### src/sv/bfbp_pkg.sv
package bfbp_pkg;

	localparam int CAPACITY    = 256;
	localparam int PTR_W       = $clog2(CAPACITY);
	localparam int CNT_W       = $clog2(CAPACITY + 1);
	localparam int MAX_RESULTS = 32;
	localparam int RES_W       = $clog2(MAX_RESULTS + 1);

	localparam logic [2:0] FUNC_WR_BIT  = 3'd0;
	localparam logic [2:0] FUNC_WR_BYTE = 3'd1;
	localparam logic [2:0] FUNC_RD_BIT  = 3'd2;
	localparam logic [2:0] FUNC_RD_BYTE = 3'd3;
	localparam logic [2:0] FUNC_FLUSH   = 3'd4;

	localparam logic [1:0] STAT_OK   = 2'd0;
	localparam logic [1:0] STAT_FULL = 2'd1;
	localparam logic [1:0] STAT_FEW  = 2'd2;
	localparam logic [1:0] STAT_BAD  = 2'd3;

	typedef enum logic [2:0] {
		S_IDLE,
		S_DECODE,
		S_WRITE,
		S_READ,
		S_FLUSH,
		S_PUSH
	} state_t;

	typedef struct packed {
		logic             en;
		logic [PTR_W-1:0] addr;
		logic             data;
	} ram_wr_t;

endpackage

### src/sv/bfbp_bit_ram.sv
module bfbp_bit_ram (
	input  logic                        clk,
	input  bfbp_pkg::ram_wr_t           wr,
	input  logic                        rd_en,
	input  logic [bfbp_pkg::PTR_W-1:0]  rd_addr,
	output logic                        rd_data
);

	logic mem [bfbp_pkg::CAPACITY];

	always_ff @(posedge clk) begin
		if (wr.en) begin
			mem[wr.addr] <= wr.data;
		end
		if (rd_en) begin
			rd_data <= mem[rd_addr];
		end
	end

endmodule

### src/sv/bit_fifo_byte_packer.sv
// Bit FIFO with byte packing, storage in a 1-bit wide synchronous RAM, one bit per cycle.
// Each accepted item is decoded, then written or read bit by bit through the RAM, and its
// result beat is registered on the output; a flush emits one beat per byte and one for the
// final partial byte, up to the result limit. A new item is taken only once the last beat
// is pushed, and a stalled output beat holds the next item off.
// Reset: pointers, fill count and control clear at once; the bit store is not cleared.
module bit_fifo_byte_packer (
	input  logic       clk,
	input  logic       arst_n,
	input  logic       in_valid,
	output logic       in_ready,
	input  logic [2:0] func,
	input  logic       bit_in,
	input  logic [7:0] byte_in,
	input  logic       pad_ones,
	output logic       out_valid,
	input  logic       out_ready,
	output logic [7:0] data_out,
	output logic       has_data,
	output logic [1:0] status,
	output logic [8:0] fill_level,
	output logic       last
);

	localparam int PTR_W = bfbp_pkg::PTR_W;
	localparam int CNT_W = bfbp_pkg::CNT_W;
	localparam int RES_W = bfbp_pkg::RES_W;

	bfbp_pkg::state_t state_q, state_d;

	logic [2:0]       func_q;
	logic             bit_q;
	logic [7:0]       byte_q;
	logic             pad_q;

	logic [PTR_W-1:0] wp_q, rp_q;
	logic [CNT_W-1:0] count_q;
	logic [RES_W-1:0] res_cnt_q;
	logic             flushing_q;
	logic [2:0]       wr_idx_q;
	logic [3:0]       rd_left_q;
	logic [2:0]       rd_idx_q;
	logic             rd_vld_s1;
	logic [2:0]       rd_idx_s1;
	logic [7:0]       acc_q, acc_next;
	logic [1:0]       res_status_q;
	logic             res_has_q;

	logic             out_valid_q;
	logic [7:0]       data_q;
	logic             has_q;
	logic [1:0]       status_q;
	logic [8:0]       fill_q;
	logic             last_q;

	bfbp_pkg::ram_wr_t ram_wr;
	logic             rd_en;
	logic             rd_data;

	logic             accept, slot_free, push_last;
	logic             wr_en, wr_data;
	logic             rd_start;
	logic [3:0]       rd_n;
	logic [7:0]       rd_init;
	logic             res_set;
	logic [1:0]       res_stat_d;
	logic             res_has_d;
	logic             push;
	logic             flush_start;

	assign accept    = in_valid && in_ready;
	assign slot_free = !out_valid_q || out_ready;
	// in a flush the last beat is the one that empties the FIFO or hits the result limit
	assign push_last = flushing_q ?
		((res_cnt_q == RES_W'(bfbp_pkg::MAX_RESULTS - 1)) || (count_q == '0)) : 1'b1;

	assign ram_wr.en   = wr_en;
	assign ram_wr.addr = wp_q;
	assign ram_wr.data = wr_data;

	bfbp_bit_ram u_ram (
		.clk     (clk),
		.wr      (ram_wr),
		.rd_en   (rd_en),
		.rd_addr (rp_q),
		.rd_data (rd_data)
	);

	always_comb begin
		acc_next = acc_q;
		if (rd_vld_s1) begin
			acc_next[rd_idx_s1] = rd_data;
		end
	end

	always_comb begin
		state_d     = state_q;
		in_ready    = 1'b0;
		wr_en       = 1'b0;
		wr_data     = 1'b0;
		rd_en       = 1'b0;
		rd_start    = 1'b0;
		rd_n        = 4'd0;
		rd_init     = 8'h00;
		res_set     = 1'b0;
		res_stat_d  = bfbp_pkg::STAT_OK;
		res_has_d   = 1'b0;
		push        = 1'b0;
		flush_start = 1'b0;
		case (state_q)
			bfbp_pkg::S_IDLE: begin
				in_ready = 1'b1;
				if (in_valid) begin
					state_d = bfbp_pkg::S_DECODE;
				end
			end
			bfbp_pkg::S_DECODE: begin
				res_set = 1'b1;
				state_d = bfbp_pkg::S_PUSH;
				case (func_q)
					bfbp_pkg::FUNC_WR_BIT: begin
						if (count_q == CNT_W'(bfbp_pkg::CAPACITY)) begin
							res_stat_d = bfbp_pkg::STAT_FULL;
						end else begin
							wr_en   = 1'b1;
							wr_data = bit_q;
						end
					end
					bfbp_pkg::FUNC_WR_BYTE: begin
						if (count_q > CNT_W'(bfbp_pkg::CAPACITY - 8)) begin
							res_stat_d = bfbp_pkg::STAT_FULL;
						end else begin
							state_d = bfbp_pkg::S_WRITE;
						end
					end
					bfbp_pkg::FUNC_RD_BIT: begin
						if (count_q == '0) begin
							res_stat_d = bfbp_pkg::STAT_FEW;
						end else begin
							res_has_d = 1'b1;
							rd_start  = 1'b1;
							rd_n      = 4'd1;
							state_d   = bfbp_pkg::S_READ;
						end
					end
					bfbp_pkg::FUNC_RD_BYTE: begin
						if (count_q < CNT_W'(8)) begin
							res_stat_d = bfbp_pkg::STAT_FEW;
						end else begin
							res_has_d = 1'b1;
							rd_start  = 1'b1;
							rd_n      = 4'd8;
							state_d   = bfbp_pkg::S_READ;
						end
					end
					bfbp_pkg::FUNC_FLUSH: begin
						if (count_q != '0) begin
							flush_start = 1'b1;
							state_d     = bfbp_pkg::S_FLUSH;
						end
					end
					default: begin
						res_stat_d = bfbp_pkg::STAT_BAD;
					end
				endcase
			end
			bfbp_pkg::S_WRITE: begin
				wr_en   = 1'b1;
				wr_data = byte_q[wr_idx_q];
				if (wr_idx_q == 3'd7) begin
					state_d = bfbp_pkg::S_PUSH;
				end
			end
			bfbp_pkg::S_READ: begin
				rd_en = 1'b1;
				if (rd_left_q == 4'd1) begin
					state_d = bfbp_pkg::S_PUSH;
				end
			end
			bfbp_pkg::S_FLUSH: begin
				res_set   = 1'b1;
				res_has_d = 1'b1;
				if (count_q >= CNT_W'(8)) begin
					rd_start = 1'b1;
					rd_n     = 4'd8;
					state_d  = bfbp_pkg::S_READ;
				end else if (count_q != '0) begin
					// final partial byte, high bits keep the pad value
					rd_start = 1'b1;
					rd_n     = count_q[3:0];
					rd_init  = pad_q ? 8'hFF : 8'h00;
					state_d  = bfbp_pkg::S_READ;
				end else begin
					state_d = bfbp_pkg::S_IDLE;
				end
			end
			bfbp_pkg::S_PUSH: begin
				if (slot_free) begin
					push    = 1'b1;
					state_d = (flushing_q && !push_last) ? bfbp_pkg::S_FLUSH : bfbp_pkg::S_IDLE;
				end
			end
			default: begin
				state_d = bfbp_pkg::S_IDLE;
			end
		endcase
	end

	always_ff @(posedge clk or negedge arst_n) begin
		if (!arst_n) begin
			state_q     <= bfbp_pkg::S_IDLE;
			wp_q        <= '0;
			rp_q        <= '0;
			count_q     <= '0;
			res_cnt_q   <= '0;
			flushing_q  <= 1'b0;
			wr_idx_q    <= '0;
			rd_left_q   <= '0;
			rd_idx_q    <= '0;
			rd_vld_s1   <= 1'b0;
			out_valid_q <= 1'b0;
		end else begin
			state_q   <= state_d;
			rd_vld_s1 <= rd_en;
			if (accept) begin
				flushing_q <= 1'b0;
				res_cnt_q  <= '0;
				wr_idx_q   <= '0;
			end else if (flush_start) begin
				flushing_q <= 1'b1;
			end
			if (wr_en) begin
				wp_q    <= (wp_q == PTR_W'(bfbp_pkg::CAPACITY - 1)) ? '0 : wp_q + 1'b1;
				count_q <= count_q + 1'b1;
			end else if (rd_en) begin
				rp_q    <= (rp_q == PTR_W'(bfbp_pkg::CAPACITY - 1)) ? '0 : rp_q + 1'b1;
				count_q <= count_q - 1'b1;
			end
			if (state_q == bfbp_pkg::S_WRITE) begin
				wr_idx_q <= wr_idx_q + 1'b1;
			end
			if (rd_start) begin
				rd_left_q <= rd_n;
				rd_idx_q  <= '0;
			end else if (rd_en) begin
				rd_left_q <= rd_left_q - 1'b1;
				rd_idx_q  <= rd_idx_q + 1'b1;
			end
			if (push) begin
				res_cnt_q   <= res_cnt_q + 1'b1;
				out_valid_q <= 1'b1;
			end else if (out_ready) begin
				out_valid_q <= 1'b0;
			end
		end
	end

	always_ff @(posedge clk) begin
		if (accept) begin
			func_q <= func;
			bit_q  <= bit_in;
			byte_q <= byte_in;
			pad_q  <= pad_ones;
		end
		rd_idx_s1 <= rd_idx_q;
		acc_q     <= rd_start ? rd_init : acc_next;
		if (res_set) begin
			res_status_q <= res_stat_d;
			res_has_q    <= res_has_d;
		end
		if (push) begin
			data_q   <= res_has_q ? acc_next : 8'h00;
			has_q    <= res_has_q;
			status_q <= res_status_q;
			fill_q   <= 9'(count_q);
			last_q   <= push_last;
		end
	end

	assign out_valid  = out_valid_q;
	assign data_out   = data_q;
	assign has_data   = has_q;
	assign status     = status_q;
	assign fill_level = fill_q;
	assign last       = last_q;

endmodule

### config.mk
export PLATFORM = sky130hd
export DESIGN_NAME = bit_fifo_byte_packer
export DESIGN_NICKNAME = d
export VERILOG_FILES = /design/src/sv/bfbp_pkg.sv /design/src/sv/bfbp_bit_ram.sv /design/src/sv/bit_fifo_byte_packer.sv
export SDC_FILE = /design/constraint.sdc
export NUM_CORES = 1
export LEC_CHECK = 0
export BUFFER_PORTS_ARGS = -buffer_cell sky130_fd_sc_hd__buf_2
export CAP_MARGIN = 20
export CORE_AREA = 2 2 173 175
export CTS_BUF_LIST = sky130_fd_sc_hd__clkbuf_2 sky130_fd_sc_hd__clkbuf_4 sky130_fd_sc_hd__clkbuf_8
export DETAILED_ROUTE_END_ITERATION = 7
export DIE_AREA = 0 0 175 177
export PLACE_DENSITY_LB_ADDON = 0.2
export SETUP_SLACK_MARGIN = 0.1
export SLEW_MARGIN = 20
export SYNTH_ARGS = -nofsm -noshare
export SYNTH_HDL_FRONTEND = slang
export SYNTH_SLANG_ARGS = --single-unit
### constraint.sdc
create_clock -name clk -period 16.4 [get_ports clk]
set_input_delay 3.28 -clock clk [delete_from_list [all_inputs] [get_ports clk]]
set_output_delay 3.28 -clock clk [all_outputs]
set_load 0.1 [all_outputs]
==> metrics.cfg, run 1 <==
[floorplan]
num_rows = 63
start_util_pct = 53.8
core_area_um2 = 29200
dieArea_um2 = 31000
die_w_um = 175
io_pins = 40
die_y_um = 177

[synthesis]
synth_compound_area_share_pct = 5.17
synthArstFlopShare_pct = 13.4
yosys_warnings = 0
synth_sequential_area_ratio_pct = 65.0
synth_top_family_by_area = simple AND/OR/NAND/NOR gates
synth_edf_count = 294
postSynthAreaPerCell_um2 = 13.1
syn_nets = 1235
yosys.area_share.simple_pct = 13.4
syn_area_um2 = 15700
synthDistinctLibCells = 66
synth_xor_area_share_pct = 1.28
muxShareOfSynthArea_pct = 10.7
synth-main-ff-cell = edfxtp_1
ys_ff_latch = 352
synth_fa_ha_area_share_pct = 1.56
synth_cells = 1199

[final_layout]
num_antenna_cells = 0
fin_nets = 1258
area_delta_synth_final_pct = 9.89
final_layout_size_suffix_gt1_share_pct = 17.2

[clocking]
numCtsBuffers = 57
cts_tree = done
htree_levels = 2
clk_latency_ns = 0.60
clk_pin_slew_ns = 0.06
ctsHoldBuffers = 0
cts_root_buffer = clkbuf_8
ctsResizeCount = 0
ctsLongestPathBuffers = 3
cts.sinks = 352
cts_setup_buffers = 0

[detailed_routing]
via_per_inst = 5.82
wirelength_um = 33500
wire_per_inst_um = 20.2
firstDrtPassIters = 5
vias = 9667
ant_nets = 0
drc = 0
first_iter_violations = 779

[sta]
slew-limit-headroom_pct = 32.0
final_hold_viol_count = 0
setup_viol = 0
fmax_ghz = 0.197
tightestPinTransition_ns = 1.02
rsz0062_at_grt = false
whs_ns = 0.387
tns_ns = 0
period_needed_ns = 5.08
drv_slew = 0
fin_crit_sh_pct = 31.0
skew_ns = 0.0154

[critical_path]
critPathCapture = in_ready
cp.depth = 2
rrSetupSlack_ns = 12.20
arrival_ns = 1.80
startpoint_type = flip-flop
end_kind = output port
path_cells = nor3_1, buf_2
crit_required_ns = 13.12
crit_fanout = 10
path_class = flip-flop to output port
r2r-start = count_q[0]
cpMaxStageDelayCell = dfrtp_1
r2r_cells = 13
r2r_end = count_q[8]
max_stage_delay_ns = 0.49
crit_family = flip-flops
path_buf_inv = 1
critPathLaunch = state_q[1]

[global_route]
grt_max_degree = 133
antenna_found_initial = 0
first_global_vias = 9361
grt_pass1_wl_um = 51900
gr-usage-all-layers_pct = 22.0
grt_overflow = 0

[power]
clockPowerShare_pct = 27.9
p_comb_share_pct = 28.5
power_uw = 2790
p_seq_share_pct = 43.6
switching_share_pct = 34.1
ir_worst_vdd_v = 0.0000819
p_sw_uw = 949
p_leak_uw = 0.00577
internal_power_uw = 1840
powerDensity_nw_per_um2 = 161

[place]
io_buffers = 39
dp_hpwl_um = 19700
gp_congestion = 0.865

[job]
max-cap-violations = 0

[hold_path]
hold_class = flip-flop to flip-flop

[status]
status = finished, final reports clean

==> area by class of cell <==
type	count	area, um2
multi-input cells	750	5050
repair buffers	45	248
clock inverters	19	119
well taps	390	488
fillers	2365	12000
clock buffers	88	1080
flip-flops and latches	352	10200
inverters	16	60.1
==> power by group through the flow <==
stage          Clock (uW)  Combinational [uW]  Sequential (uW)
2_1_floorplan           0                 611             1260
3_3_place_gp            0                 788             1230
3_5_place_dp            0                 797             1240
4_1_cts               794                 800             1220
5_1_grt               830                 867             1230
6_report              777                 795             1220
==> sequential cells by signal, summed over array words and instances, names as in the netlist, 2 cells and up <==
| name | count |
|---|---|
| acc_q | 8 |
| byte_q | 8 |
| count_q | 9 |
| data_out | 8 |
| fill_level | 9 |
| func_q | 3 |
| rd_idx_q | 3 |
| rd_idx_s1 | 3 |
| rd_left_q | 4 |
| res_cnt_q | 6 |
| res_status_q | 2 |
| rp_q | 8 |
| state_q | 3 |
| status | 2 |
| u_ram.mem | 256 |
| wp_q | 8 |
| wr_idx_q | 3 |
==> through the flow <==
| step | setup WS, ns | instances | area (um2) | utilization (%) |
|---|---|---|---|---|
| 3_3_place_gp | 11.38 | 1553 | 16100 | 54.9 |
| 3_5_place_dp | 11.32 | 1553 | 16100 | 54.9 |
| 4_1_cts | 11.28 | 1660 | 17300 | 59.0 |
| 6_report | 11.32 | 1660 | 17300 | 59.1 |
| 5_1_grt | 11.22 | 1660 | 17300 | 59.1 |
| 2_1_floorplan | 7.09 | 1199 | 15700 | - |
==> kinds of logic (layout without fill, tap and decap cells) <==
group / Yosys count / after routing
xor+xnor: 23 / 23
simple gates: 491 / 491
compound gates: 120 / 120
fa+ha+maj: 19 / 19
mux: 97 / 97
buf+inv: 97 / 168
flops: 352 / 352
==> cell usage after synthesis (11+ instances only) <==
cell type	number	share of area, %
a21oi_1	19	0.60
buf_2	24	0.76
clkbuf_1	43	1.0
dfrtp_1	47	7.5
dfxtp_1	11	1.4
edfxtp_1	294	56
ha_1	18	1.4
inv_1	16	0.38
mux2i_1	36	2.3
mux4_2	56	8.0
nand2_1	71	1.7
nand3_1	40	1.3
nor2_1	301	7.2
nor2b_1	21	0.84
nor3_1	16	0.51
o21ai_0	30	0.96
xnor2_1	13	0.72
==> routing by layer <==
layer	share of wire (%)	vias up	wire, um	track usage, %
li1	-	4437	-	-
met1	41	4824	13900	28.4
met2	49	335	16400	37.5
met3	6.5	71	2190	3.78
met4	3.0	0	1020	8.40
met5	0	-	0	0
==> placed cells by master, fill, tap and decap left out, types with 6 or more instances in the layout <==
cell type and count:
a22oi_1 6, a31oi_1 7, edfxtp_1 294, inv_1 16, nand2b_1 10, nor2b_1 21
nor2_1 301, nand2_1 71, nor3_1 16, o21ai_0 30, a21oi_1 19, clkbuf_8 67
clkinv_1 9, xnor2_1 13, dfxtp_1 11, mux2i_1 36, o22ai_1 6, buf_2 39
or2_2 6, mux4_2 56, clkinv_2 6, ha_1 18, nand3_1 40, clkbuf_4 21
dfrtp_1 45, xor2_1 10, nand4_1 7
==> worst min-delay path by stage <==
stage,slack [ns],cells after the start,start,end
global placement,0.37,0,rd_idx_q[2],rd_idx_s1[2]
floorplan,0.37,0,rd_idx_q[2],rd_idx_s1[2]
global route,0.40,0,rd_idx_q[2],rd_idx_s1[2]
finish,0.39,0,rd_idx_q[2],rd_idx_s1[2]
detailed placement,0.37,0,rd_idx_q[2],rd_idx_s1[2]
CTS,0.39,0,rd_idx_q[2],rd_idx_s1[2]
Power figures use the tool's default switching activity.
==> run 2, diff against run 1 <==
--- a/config.mk
+++ b/config.mk
@@ -5,12 +5,13 @@
 export SDC_FILE = /design/constraint.sdc
 export NUM_CORES = 1
 export LEC_CHECK = 0
+export ABC_AREA = 1
 export BUFFER_PORTS_ARGS = -buffer_cell sky130_fd_sc_hd__buf_2
 export CAP_MARGIN = 20
-export CORE_AREA = 2 2 173 175
+export CORE_AREA = 2 2 177 179
 export CTS_BUF_LIST = sky130_fd_sc_hd__clkbuf_2 sky130_fd_sc_hd__clkbuf_4 sky130_fd_sc_hd__clkbuf_8
 export DETAILED_ROUTE_END_ITERATION = 7
-export DIE_AREA = 0 0 175 177
+export DIE_AREA = 0 0 179 181
 export PLACE_DENSITY_LB_ADDON = 0.2
 export SETUP_SLACK_MARGIN = 0.1
 export SLEW_MARGIN = 20
==> constraint.sdc (replaced) <==
create_clock -name clk -period 4.6 [get_ports clk]
set_input_delay 0.92 -clock clk [delete_from_list [all_inputs] [get_ports clk]]
set_output_delay 0.92 -clock clk [all_outputs]
set_load 0.1 [all_outputs]
==> run 2 against run 1 <==
Against the previous run:
- routed wire length is 18% higher
- sequential share of layout area shrank 2.8 points
- count of clock-buffer cells in the layout fell by 5
- critical path depth rose by 16
- flip-flop and latch count stayed put
- synthesized area grew 5.4%
- total power grew to 3.8 times the previous value
- clock skew increased by 0.0081 ns
- sequential power increased to 3.5 times the previous value
- non-clock buffer count increased by 5
- combinational power grew to 4.5 times the previous value
- utilization rose by 0.72 points
- critical path type is now flip-flop to flip-flop
- critical endpoint is now count_q[8]
- largest power group unchanged
==> metrics.cfg, run 2 <==
[synthesis]
synth_sequential_area_ratio_pct = 61.7  ; -3.3 points
yosysTopAreaCell = edfxtp_1
syn_nets = 1828  ; +48%
synthTopCellsByArea = edfxtp_1 53%, nor2_1 10%, nand2_1 8.5%
synthArstFlopShare_pct = 13.4  ; unchanged
netlist_top_cells_count = 449 x nor2_1, 377 x nand2_1, 294 x edfxtp_1
synth_compound_area_share_pct = 4.88  ; -0.29 points
yosys_warnings = 0  ; unchanged
synth_fa_ha_area_share_pct = 1.48  ; -0.079 points
synth_xor_area_share_pct = 0.687  ; -0.59 points
muxShareOfSynthArea_pct = 0.483  ; -10 points
synth-main-ff-cell = edfxtp_1
postSynthAreaPerCell_um2 = 9.24  ; -30%
synth.most_common_cell = nor2_1
synthDistinctLibCells = 44  ; -33%
synth_top_family_by_area = simple AND/OR/NAND/NOR gates
synth_cells = 1792  ; +49%
yosysTopAreaCellShare_pct = 53.3  ; -2.9 points
ys_ff_latch = 352  ; unchanged
yosys.area_share.simple_pct = 24.1  ; +11 points
synth_edf_count = 294  ; unchanged
syn_area_um2 = 16600  ; +5.4%

[job]
max-cap-violations = 0  ; unchanged

[critical_path]
end_kind = flip-flop
rrSetupSlack_ns = 1.12  ; -11.08 ns
arrival_ns = 3.96  ; +2.16 ns
crit_fanout = 30  ; +20
crit_required_ns = 5.08  ; -8.04 ns
path_class = flip-flop to flip-flop
startpoint_type = flip-flop

[clocking]
cts_setup_buffers = 0  ; unchanged
ctsResizeCount = 0  ; unchanged
htree_levels = 2  ; unchanged
clk_pin_slew_ns = 0.06  ; about the same
numCtsBuffers = 56  ; -1.8%
cts_root_buffer = clkbuf_8
ctsHoldBuffers = 0  ; unchanged
cts.sinks = 352  ; unchanged
clk_latency_ns = 0.60  ; about the same
ctsLongestPathBuffers = 3  ; unchanged
cts_tree = done

[sta]
skew_ns = 0.0235  ; +0.00812 ns
tightestPinTransition_ns = 1.14  ; +0.120 ns
setup_viol = 0  ; unchanged
rsz0062_at_grt = false
fin_crit_sh_pct = 75.7
tns_ns = 0  ; unchanged
final_hold_viol_count = 0  ; unchanged
slew-limit-headroom_pct = 24.2  ; -7.8 points
fmax_ghz = 0.287
drv_slew = 0  ; unchanged
period_needed_ns = 3.48

[power]
p_leak_uw = 0.00709  ; +23%
powerDensity_nw_per_um2 = 591  ; +270%
ir_worst_vdd_v = 0.000721  ; +780%

[detailed_routing]
wire_per_inst_um = 17.5  ; -13%
via_per_inst = 5.47  ; -6.0%
vias = 12330  ; +28%
first_iter_violations = 1312  ; +68%
firstDrtPassIters = 5  ; unchanged
drc = 0  ; unchanged
wirelength_um = 39400  ; +18%
ant_nets = 0  ; unchanged

[floorplan]
start_util_pct = 54.6  ; +0.82 points
dieArea_um2 = 32400  ; +4.6%
die_w_um = 179  ; +2.3%
num_rows = 64  ; +1.6%
die_y_um = 181  ; +2.3%
core_area_um2 = 30300  ; +3.8%
io_pins = 40  ; unchanged

[global_route]
grt_overflow = 0  ; unchanged
first_global_vias = 11682  ; +25%
grt_pass1_wl_um = 61800  ; +19%
antenna_found_initial = 0  ; unchanged
grt_max_degree = 257  ; +93%
gr-usage-all-layers_pct = 24.7  ; +2.7 points

[place]
dp.cells = 2149  ; +38%
io_buffers = 39  ; unchanged
gp_congestion = 0.854  ; -1.3%
dp_hpwl_um = 22800  ; +16%

[final_layout]
area_delta_synth_final_pct = 9.56
final_cell_mix = 446 x nor2_1, 377 x nand2_1, 294 x edfxtp_1
final_layout_size_suffix_gt1_share_pct = 9.75  ; -7.4 points
num_antenna_cells = 0  ; unchanged
largest_reg_flops = 256  ; unchanged
regMostFlops = u_ram.mem
fill_cells = 2633  ; +11%
layout_commonest_cell = nor2_1
layoutNonFillerInstCount = 2253  ; +36%
fin_nets = 1847  ; +47%

[status]
status = finished, final reports clean

[hold_path]
hold_class = input port to async pin

[run 2: cell types whose count changed in the layout (fill, tap and decap cells not counted), sizes merged, moves of 56 or more]
cell	before	now
nand3	40	136
mux4	56	0
nor2	301	455
inv	18	169
nand2	71	382
o21ai	31	100
[run 2: kinds of logic after synthesis]
kind of cell | after synthesis
compound gates | 150
xor+xnor | 13
fa+ha+maj | 19
buf+inv | 261
flops | 352
mux | 8
simple gates | 989
[run 2: final cells by class]
| type | count | area, um2 | area share, % |
|---|---|---|---|
| clock buffers | 83 | 1030 | 5.67 |
| clock inverters | 21 | 181 | 1.00 |
| inverters | 172 | 647 | 3.56 |
| multi-input cells | 1179 | 5260 | 29.0 |
| flip-flops and latches | 352 | 10200 | 56.4 |
| well taps | 396 | 495 | 2.73 |
| repair buffers | 50 | 303 | 1.67 |
[run 2: path summary, 6_finish.rpt]
path	startpoint	to	depth (start not counted)
worst max-delay path	count_q[0]	count_q[8]	18
worst max register to register	count_q[0]	count_q[8]	18
min in group clk	rd_idx_q[2]	rd_idx_s1[2]	0
worst min register to register	rd_idx_q[2]	rd_idx_s1[2]	0
max in group asynchronous	arst_n	rd_left_q[0]	2
worst min-delay path	arst_n	rp_q[6]	1
[run 2: per-stage QoR]
stage	instance area [um2]	utilization, %	worst slack (ns)	power [uW]	hold slack (ns)
after floorplan	16600	-	0.633	7020	0.365
after global placement	16900	55.8	1.28	7840	0.371
after detailed placement	16900	55.8	1.16	7920	0.383
after CTS	18100	59.8	1.16	10800	0.345
after global routing	18100	59.8	0.725	11400	0.378
final	18100	59.8	1.12	10700	0.351
[run 2: worst max-delay path: stages, from the launching register on]
cell and delay [ns]:
dfrtp_1 0.46, nor2_1 0.19, nand3_1 0.09, nor2_1 0.19, nand2_1 0.10, nand3_2 0.12
nand2_2 0.38, inv_1 0.46, ha_1 0.36, nand3_1 0.11, nand3_1 0.10, a21oi_1 0.19
nor2_1 0.07, o21ai_0 0.22, nand2_1 0.09, nand2_1 0.09, nand2_1 0.06, nand2_1 0.06
nand2_1 0.04
[run 2: routing by layer]
metal  GRT usage [%]  routed length [um]  up-vias
met5               0                   0        -
met4            9.24                1300        0
met3            4.12                3110       96
met2            39.6               18300      469
met1            33.8               16700     5899
li1                -                   -     5866
[run 2: where the power goes]
group / leakage, uW / switching (uW) / internal [uW]
Combinational: 0.00305 / 2600 / 975
Sequential: 0.00341 / 315 / 3990
Clock: 0.000640 / 1240 / 1600
Total: 0.00709 / 4160 / 6570
==> run 3, diff against run 2 <==
--- a/config.mk
+++ b/config.mk
@@ -5,13 +5,13 @@
 export SDC_FILE = /design/constraint.sdc
 export NUM_CORES = 1
 export LEC_CHECK = 0
-export ABC_AREA = 1
+export ABC_AREA = 0
 export BUFFER_PORTS_ARGS = -buffer_cell sky130_fd_sc_hd__buf_2
 export CAP_MARGIN = 20
-export CORE_AREA = 2 2 177 179
+export CORE_AREA = 2 2 173 175
 export CTS_BUF_LIST = sky130_fd_sc_hd__clkbuf_2 sky130_fd_sc_hd__clkbuf_4 sky130_fd_sc_hd__clkbuf_8
 export DETAILED_ROUTE_END_ITERATION = 7
-export DIE_AREA = 0 0 179 181
+export DIE_AREA = 0 0 175 177
 export PLACE_DENSITY_LB_ADDON = 0.2
 export SETUP_SLACK_MARGIN = 0.1
 export SLEW_MARGIN = 20
==> constraint.sdc (replaced) <==
create_clock -name clk -period 3.4 [get_ports clk]
set_input_delay 0.68 -clock clk [delete_from_list [all_inputs] [get_ports clk]]
set_output_delay 0.68 -clock clk [all_outputs]
set_load 0.1 [all_outputs]
==> run 3 against run 2 <==
Against the previous run:
- count of clock-buffer cells in the layout shrank 5
- register-to-register slack lost 0.77 ns
- sequential power grew 33%
- routed wire length shrank 11%
- flip-flop and latch count is the same
- sequential share of layout area grew 1.8 points
- critical path type unchanged
- critical endpoint unchanged
==> metrics.cfg, run 3 (synthesis results as in run 1) <==
[detailed_routing]
vias = 9790  ; -21%
via_per_inst = 5.78  ; +5.5%
wire_per_inst_um = 20.7  ; +18%
firstDrtPassIters = 5  ; unchanged
ant_nets = 0  ; unchanged
wirelength_um = 35100  ; -11%
first_iter_violations = 918  ; -30%
drc = 0  ; unchanged

[clocking]
numCtsBuffers = 58  ; +3.6%
ctsLongestPathBuffers = 3  ; unchanged
htree_levels = 2  ; unchanged
cts_tree = done
cts_root_buffer = clkbuf_8
ctsHoldBuffers = 0  ; unchanged
clk_pin_slew_ns = 0.06  ; about the same
clk_latency_ns = 0.59  ; about the same
cts_setup_buffers = 0  ; unchanged
ctsResizeCount = 0  ; unchanged
cts.sinks = 352  ; unchanged

[floorplan]
io_pins = 40  ; unchanged
num_rows = 63  ; -1.6%
die_y_um = 177  ; -2.2%
dieArea_um2 = 31000  ; -4.4%
start_util_pct = 53.8  ; -0.82 points
die_w_um = 175  ; -2.2%
core_area_um2 = 29200  ; -3.6%

[critical_path]
cpMaxStageDelayCell = dfrtp_1
crit_fanout = 6  ; -80%
end_kind = flip-flop
arrival_ns = 3.53  ; -0.43 ns
critPathLaunch = count_q[1]
path_cells = nor3_2, a41oi_1, nand3_2, nand2_1, inv_1, fa_1, a21o_1, a21oi_1, nor2b_1, o21a_1, o41a_1, mux2i_1, xnor2_1
crit_family = compound AO/OA/AOI/OAI gates
max_stage_delay_ns = 0.46  ; about the same
crit_required_ns = 3.87  ; -1.21 ns
path_buf_inv = 1  ; unchanged
path_class = flip-flop to flip-flop
r2r-start = count_q[1]
startpoint_type = flip-flop

[sta]
period_needed_ns = 3.05  ; -0.426 ns
drv_slew = 0  ; unchanged
skew_ns = 0.0277  ; +0.00417 ns
final_hold_viol_count = 0  ; unchanged
whs_ns = 0.201  ; -0.150 ns
fin_crit_sh_pct = 89.9  ; +14 points
tightestPinTransition_ns = 0.882  ; -0.255 ns
rsz0062_at_grt = false
worst_slack_ns = 0.345  ; -0.774 ns
fmax_ghz = 0.327  ; +14%
setup_viol = 0  ; unchanged
tns_ns = 0  ; unchanged
slew-limit-headroom_pct = 41.2  ; +17 points

[place]
dp_hpwl_um = 21800  ; -4.6%
gp_congestion = 0.829  ; -2.9%
io_buffers = 39  ; unchanged
dpl_cell_area_um2 = 16400  ; -3.0%
pre_cts_ws_ns = 0.352  ; -0.808 ns

[hold_path]
hold_class = input port to async pin

[final_layout]
fin_area_um2 = 17600  ; -3.1%
final_layout_size_suffix_gt1_share_pct = 19.1  ; +9.3 points
final_cell_mix = 301 x nor2_1, 294 x edfxtp_1, 71 x nand2_1
area_delta_synth_final_pct = 11.9
regMostFlops = u_ram.mem
fin_nets = 1296  ; -30%
largest_reg_flops = 256  ; unchanged
num_antenna_cells = 0  ; unchanged
layout_commonest_cell = nor2_1
fin_util_pct = 60.1  ; +0.34 points

[global_route]
grt_max_degree = 104  ; -60%
gr-usage-all-layers_pct = 22.9  ; -1.8 points
grt_pass1_wl_um = 54300  ; -12%
grt_overflow = 0  ; unchanged
first_global_vias = 9646  ; -17%
antenna_found_initial = 0  ; unchanged

[power]
p_leak_uw = 0.00593  ; -16%
powerDensity_nw_per_um2 = 777  ; +31%
ir_worst_vdd_v = 0.000434  ; -40%

[job]
max-cap-violations = 0  ; unchanged

[status]
status = finished, final reports clean

==> run 3: changes by cell type in the layout (fill, tap and decap cells not counted), moves of 21 or more <==
cell	delta
inv_1	-148
mux2i_1	+28
nand3_1	-94
o21ai_0	-53
nor2_1	-145
nor2b_1	+21
buf_4	+28
nand2_1	-306
mux4_2	+56
==> run 3: cell type report <==
| class | count | area [um2] |
|---|---|---|
| Fill cell | 2310 | 11700 |
| Timing Repair Buffer | 82 | 593 |
| Clock buffer | 78 | 961 |
| Inverter | 16 | 60.1 |
| Tap cell | 390 | 488 |
| Sequential cell | 352 | 10200 |
| Clock inverter | 27 | 191 |
| Multi-Input combinational cell | 750 | 5060 |
==> run 3: power breakdown <==
| part | internal (uW) | total, uW | leakage [uW] | switching, uW |
|---|---|---|---|---|
| combinational | 1690 | 4270 | 0.00191 | 2570 |
| sequential | 5280 | 5730 | 0.00341 | 448 |
| clock | 2050 | 3680 | 0.000607 | 1620 |
| total | 9030 | 13700 | 0.00593 | 4640 |
==> run 3: path summary, 6_finish.rpt <==
kind                           endpoint  slack, ns  cells after the start
max                          count_q[8]       0.35                     13
min                         wr_idx_q[2]       0.20                      1
max reg2reg                  count_q[8]       0.35                     13
min reg2reg                rd_idx_s1[2]       0.39                      0
max in group asynchronous       rp_q[0]       2.54                      1
min in group clk              byte_q[4]       0.26                      1
==> run 3: metrics by stage <==
step	cells	power, uW
final	1695	13700
after global routing	1695	14300
after CTS	1695	13800
after detailed placement	1590	10100
after global placement	1590	10000
after floorplan	1199	8990
==> run 3: per-layer routing <==
| metal | up-vias | GRT usage, % | wire (um) |
|---|---|---|---|
| met5 | - | 0 | 0 |
| met2 | 335 | 39.1 | 17400 |
| met3 | 57 | 4.75 | 2400 |
| met4 | 0 | 6.22 | 707 |
| met1 | 4895 | 30.2 | 14600 |
| li1 | 4503 | - | - |
==> run 3: worst reg2reg max path: cells and delay by family (launching register included) <==
family	cells	cell delay, ns
muxes	1	0.14
and+or+nand+nor	4	0.47
buffers and inverters	1	0.11
xor gates and xnor gates	1	0.16
AOI/OAI and AO/OA	5	1.20
DFF	1	0.46
adders and majority gates	1	0.41
